## config.mk

```make
export PLATFORM = sky130hd
export DESIGN_NAME = crc24a_append_generator_core
export DESIGN_NICKNAME = d
export VERILOG_FILES = /design/src/hw/rtl/crc24a_pkg.sv /design/src/hw/rtl/crc24a_front.sv /design/src/hw/rtl/crc24a_queue.sv /design/src/hw/rtl/crc24a_back.sv /design/src/hw/rtl/crc24a_append_generator_core.sv
export SDC_FILE = /design/constraint.sdc
export NUM_CORES = 1
export LEC_CHECK = 0
export ABC_AREA = 1
export BUFFER_PORTS_ARGS = -buffer_cell sky130_fd_sc_hd__buf_4
export CAP_MARGIN = 0
export CORE_ASPECT_RATIO = 1.1
export CORE_MARGIN = 5
export CORE_UTILIZATION = 35
export CTS_CLUSTER_DIAMETER = 40
export DETAILED_ROUTE_END_ITERATION = 7
export GPL_TIMING_DRIVEN = 0
export PLACE_DENSITY = 0.51
export SETUP_SLACK_MARGIN = 0.3
export SLEW_MARGIN = 30
export SYNTH_ARGS = -nofsm -noshare
export SYNTH_HDL_FRONTEND = slang
export SYNTH_HIERARCHICAL = 1
export SYNTH_SLANG_ARGS = --single-unit
```

## constraint.sdc

```tcl
create_clock -name clk -period 4.47 [get_ports clk]
set_input_delay 0.447 -clock clk [delete_from_list [all_inputs] [get_ports clk]]
set_output_delay 0.447 -clock clk [all_outputs]
set_load 0.02 [all_outputs]
```

## src/hw/rtl/crc24a_pkg.sv

```systemverilog
`default_nettype none

package crc24a_pkg;

    // Message byte width and remainder width
    localparam int DATA_WIDTH = 8;
    localparam int CRC_BITS   = 24;

    // Generator x^24 + ... + 1 without its leading term
    localparam logic [CRC_BITS-1:0] CRC_POLY_LOW = 24'h864CFB;

    // Number of trailer bytes appended after the last message byte
    localparam int TRAILER_BYTES = CRC_BITS / DATA_WIDTH;

    typedef struct packed {
        logic [DATA_WIDTH-1:0] in_byte;
        logic                  in_last;
    } in_item_t;

    typedef struct packed {
        logic [DATA_WIDTH-1:0] out_byte;
        logic                  out_last;
    } out_item_t;

    // One queue entry: the echoed byte, its last flag and the trailer bits
    // already ordered for transmission (bit j holds the x^(23-j) term)
    typedef struct packed {
        logic [DATA_WIDTH-1:0] msg_byte;
        logic                  last;
        logic [CRC_BITS-1:0]   trailer;
    } queue_entry_t;

    // Queue status seen by the back end
    typedef struct packed {
        logic         not_empty;
        queue_entry_t head;
    } queue_status_t;

    // Shift one byte into the remainder, bit 0 first
    function automatic logic [CRC_BITS-1:0] crc24a_update(
        input logic [CRC_BITS-1:0]   rem_in,
        input logic [DATA_WIDTH-1:0] data
    );
        logic [CRC_BITS-1:0] rem;
        logic                fb;
        rem = rem_in;
        for (int j = 0; j < DATA_WIDTH; j++)
        begin
            fb  = rem[CRC_BITS-1] ^ data[j];
            rem = {rem[CRC_BITS-2:0], 1'b0} ^ (fb ? CRC_POLY_LOW : '0);
        end
        return rem;
    endfunction

    // Reverse the remainder so the highest-degree term lands in bit 0
    function automatic logic [CRC_BITS-1:0] crc24a_reverse(
        input logic [CRC_BITS-1:0] rem
    );
        logic [CRC_BITS-1:0] rev;
        for (int j = 0; j < CRC_BITS; j++)
        begin
            rev[j] = rem[CRC_BITS-1-j];
        end
        return rev;
    endfunction

endpackage

`default_nettype wire

```

## src/hw/rtl/crc24a_front.sv

```systemverilog
`default_nettype none

module crc24a_front (
    input  wire logic                   clk,
    input  wire logic                   rst_n,
    input  wire logic                   cfg_we,
    input  wire logic                   cfg_wdata,
    input  wire logic                   in_valid,
    output logic                        in_stall,
    input  wire crc24a_pkg::in_item_t   in_item,
    input  wire logic                   q_full,
    output logic                        q_push,
    output crc24a_pkg::queue_entry_t    q_entry
);
    import crc24a_pkg::*;

    logic                enable_reg;
    logic [CRC_BITS-1:0] remainder_reg;
    logic [CRC_BITS-1:0] remainder_next;
    logic [CRC_BITS-1:0] updated;
    logic                accept;

    // Stall while the queue has no room
    assign in_stall = q_full;
    assign accept   = in_valid && !q_full;
    assign q_push   = accept;

    // Advance the remainder over the incoming byte
    assign updated = enable_reg ? crc24a_update(remainder_reg, in_item.in_byte)
                                : remainder_reg;

    always_comb
    begin
        remainder_next = remainder_reg;
        if (accept)
        begin
            remainder_next = in_item.in_last ? '0 : updated;
        end
    end

    // Build the entry handed to the back end
    always_comb
    begin
        q_entry.msg_byte = in_item.in_byte;
        q_entry.last     = in_item.in_last;
        q_entry.trailer  = enable_reg ? crc24a_reverse(updated) : '0;
    end

    // Hold the enable and the running remainder
    always_ff @(posedge clk or negedge rst_n)
    begin
        if (!rst_n)
        begin
            enable_reg    <= 1'b1;
            remainder_reg <= '0;
        end
        else
        begin
            if (cfg_we)
            begin
                enable_reg <= cfg_wdata;
            end
            remainder_reg <= remainder_next;
        end
    end

`ifndef NO_ASSERTIONS
    a_clear_after_last: assert property (@(posedge clk) disable iff (!rst_n)
        (accept && in_item.in_last) |=> (remainder_reg == '0))
        else $error("remainder not cleared after last byte");

    a_hold_when_idle: assert property (@(posedge clk) disable iff (!rst_n)
        (!accept) |=> (remainder_reg == $past(remainder_reg)))
        else $error("remainder moved without a transfer");
`endif

endmodule

`default_nettype wire

```

## src/hw/rtl/crc24a_queue.sv

```systemverilog
`default_nettype none

module crc24a_queue #(
    parameter int DEPTH = 4
) (
    input  wire logic                      clk,
    input  wire logic                      rst_n,
    input  wire logic                      push,
    input  wire crc24a_pkg::queue_entry_t  push_entry,
    output logic                           full,
    input  wire logic                      pop,
    output crc24a_pkg::queue_status_t      status
);
    import crc24a_pkg::*;

    localparam int PTR_W = (DEPTH > 1) ? $clog2(DEPTH) : 1;
    localparam int CNT_W = $clog2(DEPTH + 1);

    queue_entry_t     entry_mem [DEPTH];
    logic [PTR_W-1:0] wr_ptr_reg;
    logic [PTR_W-1:0] wr_ptr_next;
    logic [PTR_W-1:0] rd_ptr_reg;
    logic [PTR_W-1:0] rd_ptr_next;
    logic [CNT_W-1:0] count_reg;
    logic [CNT_W-1:0] count_next;
    logic             do_push;
    logic             do_pop;

    assign full             = (count_reg == CNT_W'(DEPTH));
    assign status.not_empty = (count_reg != '0);
    assign status.head      = entry_mem[rd_ptr_reg];

    assign do_push = push && !full;
    assign do_pop  = pop && status.not_empty;

    // Advance pointers with wrap at the queue depth
    always_comb
    begin
        wr_ptr_next = wr_ptr_reg;
        rd_ptr_next = rd_ptr_reg;
        count_next  = count_reg;
        if (do_push)
        begin
            wr_ptr_next = (wr_ptr_reg == PTR_W'(DEPTH - 1)) ? '0 : wr_ptr_reg + 1'b1;
        end
        if (do_pop)
        begin
            rd_ptr_next = (rd_ptr_reg == PTR_W'(DEPTH - 1)) ? '0 : rd_ptr_reg + 1'b1;
        end
        if (do_push && !do_pop)
        begin
            count_next = count_reg + 1'b1;
        end
        else if (do_pop && !do_push)
        begin
            count_next = count_reg - 1'b1;
        end
    end

    // Store the entry at the write pointer
    always_ff @(posedge clk)
    begin
        if (do_push)
        begin
            entry_mem[wr_ptr_reg] <= push_entry;
        end
    end

    always_ff @(posedge clk or negedge rst_n)
    begin
        if (!rst_n)
        begin
            wr_ptr_reg <= '0;
            rd_ptr_reg <= '0;
            count_reg  <= '0;
        end
        else
        begin
            wr_ptr_reg <= wr_ptr_next;
            rd_ptr_reg <= rd_ptr_next;
            count_reg  <= count_next;
        end
    end

`ifndef NO_ASSERTIONS
    a_no_overflow: assert property (@(posedge clk) disable iff (!rst_n)
        push |-> !full)
        else $error("push into a full queue");
`endif

endmodule

`default_nettype wire

```

## src/hw/rtl/crc24a_back.sv

```systemverilog
`default_nettype none

module crc24a_back (
    input  wire logic                      clk,
    input  wire logic                      rst_n,
    input  wire crc24a_pkg::queue_status_t status,
    output logic                           pop,
    output logic                           out_valid,
    input  wire logic                      out_stall,
    output crc24a_pkg::out_item_t          out_item
);
    import crc24a_pkg::*;

    typedef enum logic [1:0] {
        PH_ECHO,
        PH_TRL0,
        PH_TRL1,
        PH_TRL2
    } phase_t;

    phase_t                phase_reg;
    phase_t                phase_next;
    logic                  out_valid_reg;
    logic                  out_valid_next;
    out_item_t             out_item_reg;
    out_item_t             out_item_next;
    logic                  load;
    logic [DATA_WIDTH-1:0] sel_byte;

    assign out_valid = out_valid_reg;
    assign out_item  = out_item_reg;

    // Load the output register when the queue holds an entry and the register is free or being drained
    assign load = status.not_empty && (!out_valid_reg || !out_stall);

    // Pick the byte for the current phase of the head entry
    always_comb
    begin
        case (phase_reg)
            PH_ECHO: sel_byte = status.head.msg_byte;
            PH_TRL0: sel_byte = status.head.trailer[DATA_WIDTH-1:0];
            PH_TRL1: sel_byte = status.head.trailer[2*DATA_WIDTH-1:DATA_WIDTH];
            PH_TRL2: sel_byte = status.head.trailer[3*DATA_WIDTH-1:2*DATA_WIDTH];
            default: sel_byte = status.head.msg_byte;
        endcase
    end

    // Drop the head entry once its final byte is sent
    assign pop = load && ((phase_reg == PH_TRL2) ||
                          (phase_reg == PH_ECHO && !status.head.last));

    always_comb
    begin
        phase_next     = phase_reg;
        out_valid_next = out_valid_reg;
        out_item_next  = out_item_reg;
        if (load)
        begin
            out_valid_next         = 1'b1;
            out_item_next.out_byte = sel_byte;
            out_item_next.out_last = (phase_reg == PH_TRL2);
            if (pop)
            begin
                phase_next = PH_ECHO;
            end
            else
            begin
                case (phase_reg)
                    PH_ECHO: phase_next = PH_TRL0;
                    PH_TRL0: phase_next = PH_TRL1;
                    PH_TRL1: phase_next = PH_TRL2;
                    default: phase_next = PH_ECHO;
                endcase
            end
        end
        else if (!out_stall)
        begin
            out_valid_next = 1'b0;
        end
    end

    // Hold phase and output register
    always_ff @(posedge clk or negedge rst_n)
    begin
        if (!rst_n)
        begin
            phase_reg     <= PH_ECHO;
            out_valid_reg <= 1'b0;
            out_item_reg  <= '0;
        end
        else
        begin
            phase_reg     <= phase_next;
            out_valid_reg <= out_valid_next;
            out_item_reg  <= out_item_next;
        end
    end

`ifndef NO_ASSERTIONS
    a_trailer_has_entry: assert property (@(posedge clk) disable iff (!rst_n)
        (phase_reg != PH_ECHO) |-> (status.not_empty && status.head.last))
        else $error("trailer phase without a last entry at the head");
`endif

endmodule

`default_nettype wire

```

## src/hw/rtl/crc24a_append_generator_core.sv

```systemverilog
`default_nettype none

// CRC-24A append generator. Message bytes enter on the in channel, bit 0
// first, and leave unchanged on the out channel; after the byte flagged last
// three trailer bytes follow, holding the CRC-24A remainder (poly 0x1864CFB,
// zero start, no final inversion) with the x^23 term in bit 0 of the first
// trailer byte, and out_last marks the third. The remainder clears after each
// frame. cfg_we/cfg_wdata write the enable (reset 1); with it at 0 bytes do
// not enter the remainder and trailers are zero; write it only when idle.
// The front end takes one byte per cycle while the queue is not full and
// updates the remainder over all eight bits in that cycle; a QUEUE_DEPTH
// entry queue feeds the back end, whose single output register sends one
// byte per cycle while out_stall is low; a frame of N bytes gives N + 3
// output bytes. A byte is held in the queue, then in the output register.

module crc24a_append_generator_core #(
    parameter int QUEUE_DEPTH = 4
) (
    input  wire logic                  clk,
    input  wire logic                  rst_n,
    input  wire logic                  cfg_we,
    input  wire logic                  cfg_wdata,
    input  wire logic                  in_valid,
    output logic                       in_stall,
    input  wire crc24a_pkg::in_item_t  in_item,
    output logic                       out_valid,
    input  wire logic                  out_stall,
    output crc24a_pkg::out_item_t      out_item
);
    import crc24a_pkg::*;

    logic          q_full;
    logic          q_push;
    logic          q_pop;
    queue_entry_t  q_entry;
    queue_status_t q_status;

    crc24a_front u_front (
        .clk       (clk),
        .rst_n     (rst_n),
        .cfg_we    (cfg_we),
        .cfg_wdata (cfg_wdata),
        .in_valid  (in_valid),
        .in_stall  (in_stall),
        .in_item   (in_item),
        .q_full    (q_full),
        .q_push    (q_push),
        .q_entry   (q_entry)
    );

    crc24a_queue #(
        .DEPTH (QUEUE_DEPTH)
    ) u_queue (
        .clk        (clk),
        .rst_n      (rst_n),
        .push       (q_push),
        .push_entry (q_entry),
        .full       (q_full),
        .pop        (q_pop),
        .status     (q_status)
    );

    crc24a_back u_back (
        .clk       (clk),
        .rst_n     (rst_n),
        .status    (q_status),
        .pop       (q_pop),
        .out_valid (out_valid),
        .out_stall (out_stall),
        .out_item  (out_item)
    );

endmodule

`default_nettype wire
```

==> out/results.tsv <==
metric	value	unit
ANT nets after route	0	
io pins	26	
cell count after synthesis	892	
crit end category	register	
area growth from synthesis to layout	15.5	%
pre-CTS WS	0.789	ns
fraction of registers with async set/reset	25.0	%
Core Region	0.0254	mm^2
CTS Buffer Depth	2	
Critical Path Source Type	register	
RSZ-0062 raised after global routing	no	
gr usage total	16.3	%
max layer used	met4	
number of synthesized flops with an enable pin	132	
Sinks on Clock Net	176	
Die Ht	179	um
Hold Fails Final Rpt	0	
Clock Skews	0.00813	ns
WL/cell	17.8	um
synth unique cells	40	
WS Path Type	reg -> reg	
DRC violations left	0	
vias per inst	4.59	
Post-CTS Resized	0	
total number of vias	5967	
CTS buffer count	17	
Primary FF master, synth	edfxtp_1	
Data required, critical path	4.79	ns
Reg clk slew, reported paths	0.07	ns
Initial Utilization	35.7	%
largest net degree at the start of global routing	45	
Post-CTS Hold Buffers	0	
Synth Warn #	6	
min-delay worst type	in -> async	
max FFs per register	132	
Yosys reg bits	176	
Rel. slew slack	47.7	%
vias in the first global route	5937	
Die Wd	163	um
die area	0.0292	mm^2
final setup vio count	0	
commonest non-fill, non-tap cells in the layout	nand2_1 (227), edfxtp_1 (132), inv_1 (127)	
clock root buffer	clkbuf_16	
Static Leak	0.00460	uW
1st-pass router iterations	5	
Total Wirelength	23.1	mm
peak supply drop	0.000409	V
first-pass GRT wire length	35.5	mm
Max Cap Viol	0	
Fmax achieved	0.269	GHz
WL met2	11.3	mm
clk_lat worst skew	0.43	ns
H-tree Lvls	4	
Site Rows	61	
r2r setup slk	0.75	ns
setup ws final	0.750	ns
worst slew pin tran	0.785	ns
hold_ws	0.0334	ns
# nets final	968	
post-detail-place hpwl	16.5	mm
Seq/Total Area, Yosys	55.9	%
CTS tree	done	
final period utilization	83.2	%
status	finished clean	
PD cells	755	mW/mm^2
Syn Nets	919	
post-layout min period	3.72	ns
Critical Path AT	4.04	ns
Final Total Pwr	7910	uW
total gr overflow	0	
synthesized area	0.00907	mm^2
maximum fanout along the worst path	12	
met3 WL	798	um
Pins Over Slew Limit	0	
met1 WL	10.8	mm
commonest non-fill, non-tap cell in the layout	nand2_1	
mean post-synth cell area	10.2	um^2
number of port buffers	25	
share of cells above drive strength 1	22.7	%
Detailed Route Iter0 Violations	430	
GPL Wtd Cong	0.825	
setup repair bufs after CTS	0	
antenna violations before repair	0	
cells in the mapped netlist, types with 7 or more instances:
| library cell | n | area [um^2] |
|---|---|---|
| xor2_1 | 38 | 333 |
| o211ai_1 | 33 | 248 |
| inv_2 | 9 | 33.8 |
| buf_6 | 12 | 135 |
| nand2_4 | 10 | 113 |
| nand2_2 | 40 | 250 |
| nand3_1 | 20 | 100 |
| nand2_1 | 227 | 852 |
| dfrtp_1 | 43 | 1080 |
| inv_1 | 127 | 477 |
| o211ai_2 | 33 | 413 |
| o21ai_0 | 17 | 85.1 |
| a21oi_1 | 20 | 100 |
| buf_4 | 13 | 97.6 |
| edfxtp_1 | 132 | 3960 |
| o22ai_1 | 7 | 43.8 |
| ha_1 | 11 | 138 |
| buf_2 | 12 | 60.1 |
| nor2_1 | 38 | 143 |
| nor2_2 | 8 | 50.1 |
critical path, stage by stage (launching register included):
cell and delay, ns:
dfrtp_1 0.43, inv_2 0.06, nand3_1 0.33, inv_1 0.16, nor2_1 0.58, clkbuf_1 0.51, nand2_1 0.42, inv_2 0.21
ha_1 0.18, inv_1 0.06, fa_1 0.38, nand2_1 0.10, nand3_1 0.06, nand2_1 0.06, nand2_1 0.05
worst paths after layout:
kind,from,endpoint,depth (start not counted)
worst min register to register,u_back/out_item[3],u_back/out_item[3],2
min in group clk,cfg_we,u_front/enable_reg,2
worst max-delay path,u_queue/count_reg[0],u_queue/count_reg[2],14
max in group asynchronous,rst_n,u_front/remainder_reg[20],1
worst min-delay path,rst_n,u_back/out_item[3],1
worst max register to register,u_queue/count_reg[0],u_queue/count_reg[2],14
area by class of cell:
| cell class | count | area (um^2) |
|---|---|---|
| Sequential cell | 176 | 5070 |
| Clock inverter | 13 | 178 |
| Multi-Input combinational cell | 534 | 3180 |
| Inverter | 136 | 510 |
| Antenna cell | 1 | 2.50 |
| Buffer | 46 | 343 |
| Tap cell | 346 | 433 |
| Fill cell | 2459 | 14900 |
| Clock buffer | 19 | 453 |
| Timing Repair Buffer | 30 | 313 |
kinds of logic (layout without fill, tap and decap cells):
family	count (synthesis)	after routing	synth area share (%)
simple gates	359	359	18.1
buf+inv	182	244	9.41
flops	176	176	55.9
compound gates	120	120	10.7
xor+xnor	42	42	4.06
fa+ha+maj	12	12	1.74
mux	1	1	0.124
other cells	0	1	0
stage by stage:
step | area (um^2) | utilization (%) | std cells | TNS [ns]
after floorplan | 9070 | - | 892 | 0
after global routing | 10500 | 41.2 | 1300 | 0
after global placement | 9690 | 38.1 | 1263 | -142.08
final | 10500 | 41.2 | 1301 | 0
after CTS | 10500 | 41.2 | 1300 | 0
after detailed placement | 9840 | 38.7 | 1268 | 0
where the power goes:
part,switching [uW],internal [uW],leakage [uW]
Clock,659,923,0.000308
Combinational,2490,1270,0.00251
Sequential,196,2370,0.00179
Total,3350,4560,0.00460
routing by layer:
metal	global-route usage [%]	vias up
met2	27.3	110
met1	22.3	2842
met4	3.70	0
met3	2.87	15
met5	0	-
li1	-	3000
No activity file was read; power rests on OpenSTA's default activity.
